$ cat src/rtl/tdp_pkg.sv
// ----------------------------------------------------------------------------
// tdp_pkg
// widths, sequencer states and status types of the trial division prime test
// ----------------------------------------------------------------------------
package tdp_pkg;

  // input number width and the magnitude width of a non-negative value
  localparam int NUM_W = 32;
  localparam int MAG_W = NUM_W - 1;

  // divisor never exceeds ceil(sqrt(2^31)), so half the number width holds it
  localparam int DIV_W = NUM_W / 2;

  // running square of the divisor, one bit wider than the magnitude
  localparam int SQ_W = MAG_W + 1;

  // bit counter of the serial remainder unit
  localparam int CNT_W = $clog2(MAG_W);

  localparam int FIRST_DIVISOR = 2;

  typedef enum logic [1:0] {
    ST_IDLE,
    ST_CHECK,
    ST_DIV,
    ST_DONE
  } state_t;

  // status from the remainder unit back to the sequencer
  typedef struct packed {
    logic done;
    logic zero;
  } rem_status_t;

endpackage

$ cat src/rtl/tdp_rem_unit.sv
// ----------------------------------------------------------------------------
// tdp_rem_unit
// bit-serial restoring remainder: one dividend bit per cycle, reports zero rem
// ----------------------------------------------------------------------------
module tdp_rem_unit (
  input  logic                         clk,
  input  logic                         rst_n,
  input  logic                         start,
  input  logic [tdp_pkg::MAG_W-1:0]    dividend,
  input  logic [tdp_pkg::DIV_W-1:0]    divisor,
  output tdp_pkg::rem_status_t         status
);

  logic                        busy_r, busy_nxt;
  logic                        done_r, done_nxt;
  logic [tdp_pkg::CNT_W-1:0]   cnt_r, cnt_nxt;
  logic [tdp_pkg::MAG_W-1:0]   shf_r, shf_nxt;
  logic [tdp_pkg::DIV_W-1:0]   rem_r, rem_nxt;
  logic [tdp_pkg::DIV_W-1:0]   dvs_r, dvs_nxt;
  logic [tdp_pkg::DIV_W:0]     trial;
  logic [tdp_pkg::DIV_W:0]     diff;
  logic                        last;

  // shift the next dividend bit in and try one subtract
  assign trial = {rem_r, shf_r[tdp_pkg::MAG_W-1]};
  assign diff  = trial - {1'b0, dvs_r};
  assign last  = (cnt_r == tdp_pkg::CNT_W'(tdp_pkg::MAG_W - 1));

  always_comb begin
    busy_nxt = busy_r;
    done_nxt = 1'b0;
    cnt_nxt  = cnt_r;
    shf_nxt  = shf_r;
    rem_nxt  = rem_r;
    dvs_nxt  = dvs_r;
    if (start) begin
      busy_nxt = 1'b1;
      cnt_nxt  = '0;
      shf_nxt  = dividend;
      rem_nxt  = '0;
      dvs_nxt  = divisor;
    end else if (busy_r) begin
      // restoring step: keep the difference when it did not borrow
      if (!diff[tdp_pkg::DIV_W]) begin
        rem_nxt = diff[tdp_pkg::DIV_W-1:0];
      end else begin
        rem_nxt = trial[tdp_pkg::DIV_W-1:0];
      end
      shf_nxt = {shf_r[tdp_pkg::MAG_W-2:0], 1'b0};
      cnt_nxt = cnt_r + tdp_pkg::CNT_W'(1);
      if (last) begin
        busy_nxt = 1'b0;
        done_nxt = 1'b1;
      end
    end
  end

  // control state
  always_ff @(posedge clk) begin
    if (!rst_n) begin
      busy_r <= 1'b0;
      done_r <= 1'b0;
    end else begin
      busy_r <= busy_nxt;
      done_r <= done_nxt;
    end
  end

  // datapath
  always_ff @(posedge clk) begin
    cnt_r <= cnt_nxt;
    shf_r <= shf_nxt;
    rem_r <= rem_nxt;
    dvs_r <= dvs_nxt;
  end

  assign status.done = done_r;
  assign status.zero = (rem_r == '0);

endmodule

$ cat src/rtl/trial_division_prime_test_unit.sv
// ----------------------------------------------------------------------------
// trial_division_prime_test_unit
// tests a signed 32-bit number for primality by trial division
// ----------------------------------------------------------------------------
// One number is taken at a time; in_ready is low until its work is done. Values
// below two go straight to the done state. Otherwise divisors 2, 3, ... are
// tried while divisor squared does not exceed the number, each after a bound
// check and through a bit-serial remainder unit, with early exit on the first
// divisor that leaves no remainder. The divisor square is kept as a running
// sum, so no multiplier is used. A result waits in an output register, and the
// next number is accepted while it waits.
// ----------------------------------------------------------------------------
module trial_division_prime_test_unit (
  input  logic                        clk,
  input  logic                        rst_n,
  input  logic                        in_valid,
  output logic                        in_ready,
  input  logic signed [tdp_pkg::NUM_W-1:0] in_number,
  output logic                        out_valid,
  input  logic                        out_ready,
  output logic                        out_is_prime
);

  tdp_pkg::state_t             state_r, state_nxt;
  logic [tdp_pkg::MAG_W-1:0]   n_r, n_nxt;
  logic [tdp_pkg::DIV_W-1:0]   d_r, d_nxt;
  logic [tdp_pkg::SQ_W-1:0]    sq_r, sq_nxt;
  logic                        res_r, res_nxt;
  logic                        out_valid_r, out_valid_nxt;
  logic                        out_prime_r, out_prime_nxt;
  logic                        rem_start;
  logic                        below_two;
  logic                        out_free;
  tdp_pkg::rem_status_t        rem_status;

  tdp_rem_unit u_rem (
    .clk      (clk),
    .rst_n    (rst_n),
    .start    (rem_start),
    .dividend (n_r),
    .divisor  (d_r),
    .status   (rem_status)
  );

  // negative, zero or one
  assign below_two = in_number[tdp_pkg::NUM_W-1] || (in_number[tdp_pkg::NUM_W-2:1] == '0);
  assign out_free  = !out_valid_r || out_ready;
  assign in_ready  = (state_r == tdp_pkg::ST_IDLE);

  // sequencer
  always_comb begin
    state_nxt     = state_r;
    n_nxt         = n_r;
    d_nxt         = d_r;
    sq_nxt        = sq_r;
    res_nxt       = res_r;
    rem_start     = 1'b0;
    out_valid_nxt = out_valid_r;
    out_prime_nxt = out_prime_r;
    if (out_ready) begin
      out_valid_nxt = 1'b0;
    end
    case (state_r)
      tdp_pkg::ST_IDLE: begin
        if (in_valid) begin
          n_nxt  = in_number[tdp_pkg::MAG_W-1:0];
          d_nxt  = tdp_pkg::DIV_W'(tdp_pkg::FIRST_DIVISOR);
          sq_nxt = tdp_pkg::SQ_W'(tdp_pkg::FIRST_DIVISOR * tdp_pkg::FIRST_DIVISOR);
          if (below_two) begin
            res_nxt   = 1'b0;
            state_nxt = tdp_pkg::ST_DONE;
          end else begin
            state_nxt = tdp_pkg::ST_CHECK;
          end
        end
      end
      tdp_pkg::ST_CHECK: begin
        // bound reached with no divisor found
        if (sq_r > {1'b0, n_r}) begin
          res_nxt   = 1'b1;
          state_nxt = tdp_pkg::ST_DONE;
        end else begin
          rem_start = 1'b1;
          state_nxt = tdp_pkg::ST_DIV;
        end
      end
      tdp_pkg::ST_DIV: begin
        if (rem_status.done) begin
          if (rem_status.zero) begin
            res_nxt   = 1'b0;
            state_nxt = tdp_pkg::ST_DONE;
          end else begin
            // (d+1)^2 = d^2 + 2d + 1
            sq_nxt    = sq_r + {{(tdp_pkg::SQ_W-tdp_pkg::DIV_W-1){1'b0}}, d_r, 1'b1};
            d_nxt     = d_r + tdp_pkg::DIV_W'(1);
            state_nxt = tdp_pkg::ST_CHECK;
          end
        end
      end
      tdp_pkg::ST_DONE: begin
        if (out_free) begin
          out_valid_nxt = 1'b1;
          out_prime_nxt = res_r;
          state_nxt     = tdp_pkg::ST_IDLE;
        end
      end
      default: begin
        state_nxt = tdp_pkg::ST_IDLE;
      end
    endcase
  end

  // control state
  always_ff @(posedge clk) begin
    if (!rst_n) begin
      state_r     <= tdp_pkg::ST_IDLE;
      out_valid_r <= 1'b0;
    end else begin
      state_r     <= state_nxt;
      out_valid_r <= out_valid_nxt;
    end
  end

  // datapath
  always_ff @(posedge clk) begin
    n_r         <= n_nxt;
    d_r         <= d_nxt;
    sq_r        <= sq_nxt;
    res_r       <= res_nxt;
    out_prime_r <= out_prime_nxt;
  end

  assign out_valid    = out_valid_r;
  assign out_is_prime = out_prime_r;

endmodule

$ cat config.mk
export PLATFORM = sky130hd
export DESIGN_NAME = trial_division_prime_test_unit
export DESIGN_NICKNAME = d
export VERILOG_FILES = /design/src/rtl/tdp_pkg.sv /design/src/rtl/tdp_rem_unit.sv /design/src/rtl/trial_division_prime_test_unit.sv
export SDC_FILE = /design/constraint.sdc
export NUM_CORES = 1
export LEC_CHECK = 0
export ABC_AREA = 1
export BUFFER_PORTS_ARGS = -buffer_cell sky130_fd_sc_hd__buf_2
export CORE_MARGIN = 3
export CORE_UTILIZATION = 30
export CTS_CLUSTER_SIZE = 30
export DETAILED_ROUTE_END_ITERATION = 16
export MAX_ROUTING_LAYER = met4
export PLACE_DENSITY_LB_ADDON = 0.15
export SYNTH_ARGS = -nofsm -noshare
export SYNTH_HDL_FRONTEND = slang
export SYNTH_SLANG_ARGS = --single-unit
$ cat constraint.sdc
create_clock -name clk -period 4.9 [get_ports clk]
set_input_delay 0 -clock clk [delete_from_list [all_inputs] [get_ports clk]]
set_output_delay 0 -clock clk [all_outputs]
set_load 0.05 [all_outputs]
== Word level (Yosys, flattened, before mapping) ==
Cells that the tools add are included.

* Bits in registers: 154
* Bits of input ports: 36
* Output and inout port bits: 3
* Logic and storage cells: 79

* Add/sub/neg operators: 4
* $lt $le $gt $ge: 1
* Eq/ne operators: 11
* Multiplexer cells: 33
* Bitwise gates (word level): 2
* Reduce and logical (&&, ||, !) cells: 15

{| class="wikitable"
|+ Operators by type and width
! cell !! number
|-
| 32-bit two-way mux || 3
|-
| 16-bit two-way mux || 4
|-
| 32-bit case mux with 2 select lines || 1
|-
| 31-bit two-way mux || 2
|-
| 32-bit by 17-bit adder with 32-bit output || 1
|-
| 32-bit by 31-bit greater-than comparator with 1-bit output || 1
|-
| 16-bit case mux with 2 select lines || 1
|-
| 30-bit zero test || 1
|-
| 17-bit by 16-bit subtractor with 17-bit output || 1
|-
| 16-bit by 1-bit adder with 16-bit output (second input constant) || 1
|-
| 16-bit zero test || 1
|-
| 1-bit two-way mux || 15
|-
| 2-bit two-way mux || 5
|-
| 2-bit inequality test (second input constant) || 5
|-
| 2-bit case mux with 4 select lines || 1
|-
| 6-bit AND reduction || 1
|-
| 5-bit by 1-bit adder with 5-bit output (second input constant) || 1
|-
| 5-bit equality test (second input constant) || 1
|-
| 2-bit equality test (second input constant) || 2
|-
| 2-bit by 1-bit inequality test with 1-bit output (second input constant) || 2
|-
| 2-bit AND reduction || 2
|-
| 4-bit AND reduction || 1
|-
| 2-bit nonzero test || 2
|-
| 1-bit case mux with 3 select lines || 1
|-
| other kinds (8) || 10
|}

== Depth between registers and ports, before layout ==
* Depth in word-level cells: 5
* Mapped depth: 19
* Mapped depth without buffers: 17

== Cells and area by module ==
From an unflattened synthesis, not the netlist that was laid out.

* Cells, all modules: 1158
* Area total of the unflattened synthesis: 9432.8 µm²

{| class="wikitable"
|+ Modules (own cells, without submodules)
! module !! instances !! cells an instance !! area each (µm²) !! sequential area each (µm²)
|-
| trial_division_prime_test_unit || 1 || 618 || 5420.2 || 2492.4
|-
| tdp_rem_unit || 1 || 540 || 4012.6 || 1871.8
|}

== Worst setup path after synthesis ==
No wires, ideal clock.

* Path kind: reg-to-reg
* Start: reg state_r[1]
* End: reg n_r[0] (netlist bit) (enable)
* Setup time: 0.419 ns
* Arrival: 2.558 ns
* Data required time: 4.481 ns
* Path slack: 1.923 ns
* Stages on the path, launching flop included: 4
* Path buffers: 0
* Clock period less this slack: 2.977 ns
* Cells stage by stage: dfxtp_1 > nor2_1 > inv_1 > nor2_1

* Word-level cells in the longest chain between the ends: 2

{| class="wikitable"
|+ Ends and longest elaborated chain
! what !! RTL line !! RTL
|-
| start: declaration || trial_division_prime_test_unit.sv:24 || <nowiki>tdp_pkg::state_t state_r, state_nxt;</nowiki>
|-
| start signal: assignment || trial_division_prime_test_unit.sv:116 || <nowiki>state_r <= tdp_pkg::ST_IDLE;</nowiki>
|-
| start signal: assignment || trial_division_prime_test_unit.sv:119 || <nowiki>state_r <= state_nxt;</nowiki>
|-
| 2-bit zero test || -- ||
|-
| via in_ready || trial_division_prime_test_unit.sv:17 || <nowiki>output logic in_ready,</nowiki>
|-
| 2-bit AND reduction (no line) || -- ||
|-
| end signal: assignment || trial_division_prime_test_unit.sv:126 || <nowiki>n_r <= n_nxt;</nowiki>
|-
| end: declaration || trial_division_prime_test_unit.sv:25 || <nowiki>logic [tdp_pkg::MAG_W-1:0] n_r, n_nxt;</nowiki>
|}

The timed path passes the listed nets, and every way through them passes these cells.
A chain may end at the register's enable or synchronous reset.

== Final worst setup path ==
* Start: reg sq_r[19] (netlist bit)
* End: reg u_rem.shf_r[1] (netlist bit) (enable)

* Word-level cells in the longest chain between the ends: 4

{| class="wikitable"
|+ Ends and longest elaborated chain
! what !! RTL line !! RTL
|-
| start: declaration || trial_division_prime_test_unit.sv:27 || <nowiki>logic [tdp_pkg::SQ_W-1:0] sq_r, sq_nxt;</nowiki>
|-
| start signal: assignment || trial_division_prime_test_unit.sv:128 || <nowiki>sq_r <= sq_nxt;</nowiki>
|-
| 32-bit by 31-bit greater-than comparator with 1-bit output || trial_division_prime_test_unit.sv:79 || <nowiki>if (sq_r > {1'b0, n_r}) begin</nowiki>
|-
| 1-bit two-way mux || trial_division_prime_test_unit.sv:79 ||
|-
| 1-bit two-way mux || trial_division_prime_test_unit.sv:63 || <nowiki>case (state_r)</nowiki>
|-
| 2-bit nonzero test (no line) || -- ||
|-
| end signal: assignment || tdp_rem_unit.sv:72 || <nowiki>shf_r <= shf_nxt;</nowiki>
|-
| end: declaration || tdp_rem_unit.sv:17 || <nowiki>logic [tdp_pkg::MAG_W-1:0] shf_r, shf_nxt;</nowiki>
|}

No other way between the ends.

==> out/qor.yml <==
timing:
  slew_headroom_pct: 31.05
  skew_ns: 0.01576
  slew_violations: 0
  final_hold_viol_count: 0
  rsz0062_at_grt: "no"
  fin_tns_setup_ns: 0
  post-route-period-util_pct: 65.42
  worst_pin_slew_ns: 1.033
  finalSetupViolations: 0
  min_period_ns: 3.206
  fmax_ghz: 0.3120
  worst_slack_ns: 1.694
synthesis:
  ys_warn_count: 0
  synth_ff_type: "edfxtp_1"
  yosysSeqAreaShare_pct: 44.75
  syn_nets: 1330
  avgSynthCellArea_um2: 7.955
  synth-edff-count: 128
  syn_area_um2: 9753
  syn_inst: 1226
  yosys.cell_types.count: 46
  synthArstFlopShare_pct: 0
  ys_seq_elements: 154
clocking:
  cts_setup_buffers: 0
  cts_buffers: 17
  ctsResizeCount: 0
  clk_pin_slew_ns: 0.07
  cts_num_sinks: 154
  clockRootBuffer: "clkbuf_16"
  insertion_delay_ns: 0.43
  clk_path_buf_depth: 2
  cts_tree: "done"
  htreeDepth: 4
layout:
  nNetsFinal: 1405
  diodes: 0
  final_common_cell: "nand2_1"
  area_growth_pct: 16.23
  drive_gt1_share_pct: 8.676
  mostFrequentLayoutCells: "nand2_1, inv_1, edfxtp_1"
placement:
  gp_congestion: 0.8727
  dpl.hpwl_um: 19310
  pre_cts_ws_ns: 1.682
  port_buffers: 38
grt:
  grt_pass1_vias: 7919
  groute.usage.overall_pct: 15.48
  antenna_found_initial: 1
  grt_overflow_total: 0
  grt_max_degree: 47
  grt_pass1_wl_um: 41940
setup_path:
  worstPathMaxFanout: 31
  crit_type: "flip-flop to flip-flop"
  cp.required_ns: 5.00
  max_stage_delay_ns: 0.48
  path_cells: "ha_1 -> a21oi_1 -> o21ai_0 -> nand2_1 -> nand2_1 -> a21oi_1 -> nand2_2 -> nand2_2 -> nand2_2 -> nand2_1 -> buf_4"
  critPathBufInv: 1
  cp_top_family: "simple AND/OR/NAND/NOR gates"
  end_kind: "flip-flop"
  worstPathArrival_ns: 3.30
  start_kind: "flip-flop"
  cp_slowest_cell: "edfxtp_1"
routing:
  vias: 7995
  drt_iter0_drc: 431
  wl_per_cell_um: 14.76
  finalWirelength_um: 25820
  antenna_left: 0
  drc: 0
  via_per_inst: 4.571
  first_pass_iters: 4
floorplanning:
  start_util_pct: 30.67
  die_h_um: 186.3
  core_um2: 31800
  fp.dieW_um: 186.3
  io_pins: 39
  die_area_um2: 34710
  row_count: 65
run:
  max_cap_viol_count: 0
status:
  status: "finished, final reports clean"
pwr:
  pwr_density_cell_nw_per_um2: 612.8
  max-vdd-ir-drop_v: 0.0002964
  power.leakage_nw: 5.225
worst_hold_path:
  worstHoldPathType: "primary input to flip-flop"
-- path summary, 6_finish.rpt --
check / startpoint / slack, ns / endpoint / cells after the start
min reg2reg: res_r$_DFFE_PP_ / 0.43 / out_is_prime$_DFFE_PP_ / 0
max: sq_r[19]$_SDFFCE_PN0P_ / 1.69 / u_rem.shf_r[1]$_DFFE_PP_ / 11
min: in_number[31] / 0.12 / res_r$_DFFE_PP_ / 5
max reg2reg: sq_r[19]$_SDFFCE_PN0P_ / 1.69 / u_rem.shf_r[1]$_DFFE_PP_ / 11
-- metrics by stage --
step | hold WS (ns) | power, mW | util, % | cell area [um2] | instances
6_report | 0.1198 | 6.946 | 35.65 | 11340 | 1749
5_1_grt | 0.2263 | 7.566 | 35.65 | 11340 | 1749
4_1_cts | 0.1118 | 7.017 | 35.65 | 11340 | 1749
3_5_place_dp | 0.1863 | 5.602 | 32.69 | 10400 | 1682
3_3_place_gp | 0.1838 | 5.594 | 32.69 | 10400 | 1682
2_1_floorplan | 0.09887 | 4.654 | - | 9753 | 1226
-- synthesized netlist by cell type, types with 3 or more instances --
cell type  instances  area, um2
a21o_1             5      37.54
a21oi_1           79      395.4
buf_2              4      20.02
buf_4              3      22.52
buf_6              4      45.04
clkbuf_1           9      33.78
dfxtp_1           26      520.5
edfxtp_1         128       3844
ha_1              66      825.8
inv_1            190      713.2
nand2_1          351       1318
nand2_2           10      62.56
nand2_4            5      56.30
nand3_1          105      525.5
nand3b_1           6      45.04
nand4_1           20      125.1
nor2_1            98      367.9
nor2_2             3      18.77
nor3_1             9      45.04
nor4_1            13      81.33
o21a_1             5      37.54
o21ai_0           41      205.2
or2_2              6      37.54
xnor2_1            6      52.55
xor2_1             5      43.79
-- metal layers --
layer,GRT usage [%],wire (um)
met1,19.73,12420
met5,-,0
met4,4.594,513
met3,2.461,550
met2,25.53,12340
-- tightest hold or removal path: stages --
cell and delay, ns:
buf_2 0.07, nor2_1 0.04, o21ai_0 0.13, nand3_1 0.08, nor2_1 0.09
-- kinds of logic after synthesis --
logic type	after synthesis	share of synthesized area (%)
adder cells (fa/ha/maj)	68	8.877
buffers and inverters	216	8.916
AND/OR/NAND/NOR	636	28.66
XOR/XNOR	11	0.9878
flip-flops	154	44.75
AO/OA/AOI/OAI	141	7.813
-- registers in the layout (all words and copies together), names as in the netlist, 2 cells and up --
register and flops:
u_rem.shf_r 31, sq_r 32, u_rem.dvs_r 16, state_r 2, u_rem.rem_r 16, n_r 31, u_rem.cnt_r 5, d_r 16
-- where the power goes --
part,switching [mW],internal (mW)
clock network,0.595,0.763
registers,0.421,2.13
logic,2.10,0.936
total,3.12,3.83
-- area by class of cell --
type	count	area [um2]
clock buffer	18	429.2
timing repair buffer	80	593.1
inverter	192	720.7
clock inverter	14	160.2
fill	3333	20460
multi-input combinational	856	4524
sequential	154	4364
tap	435	544.3
-- what timing repair did --
action,in CTS,in global routing
hold buffers,35,0
hold endpoints to repair,37,0
setup endpoints to repair,0,0
(Power assumes the default switching activity.)
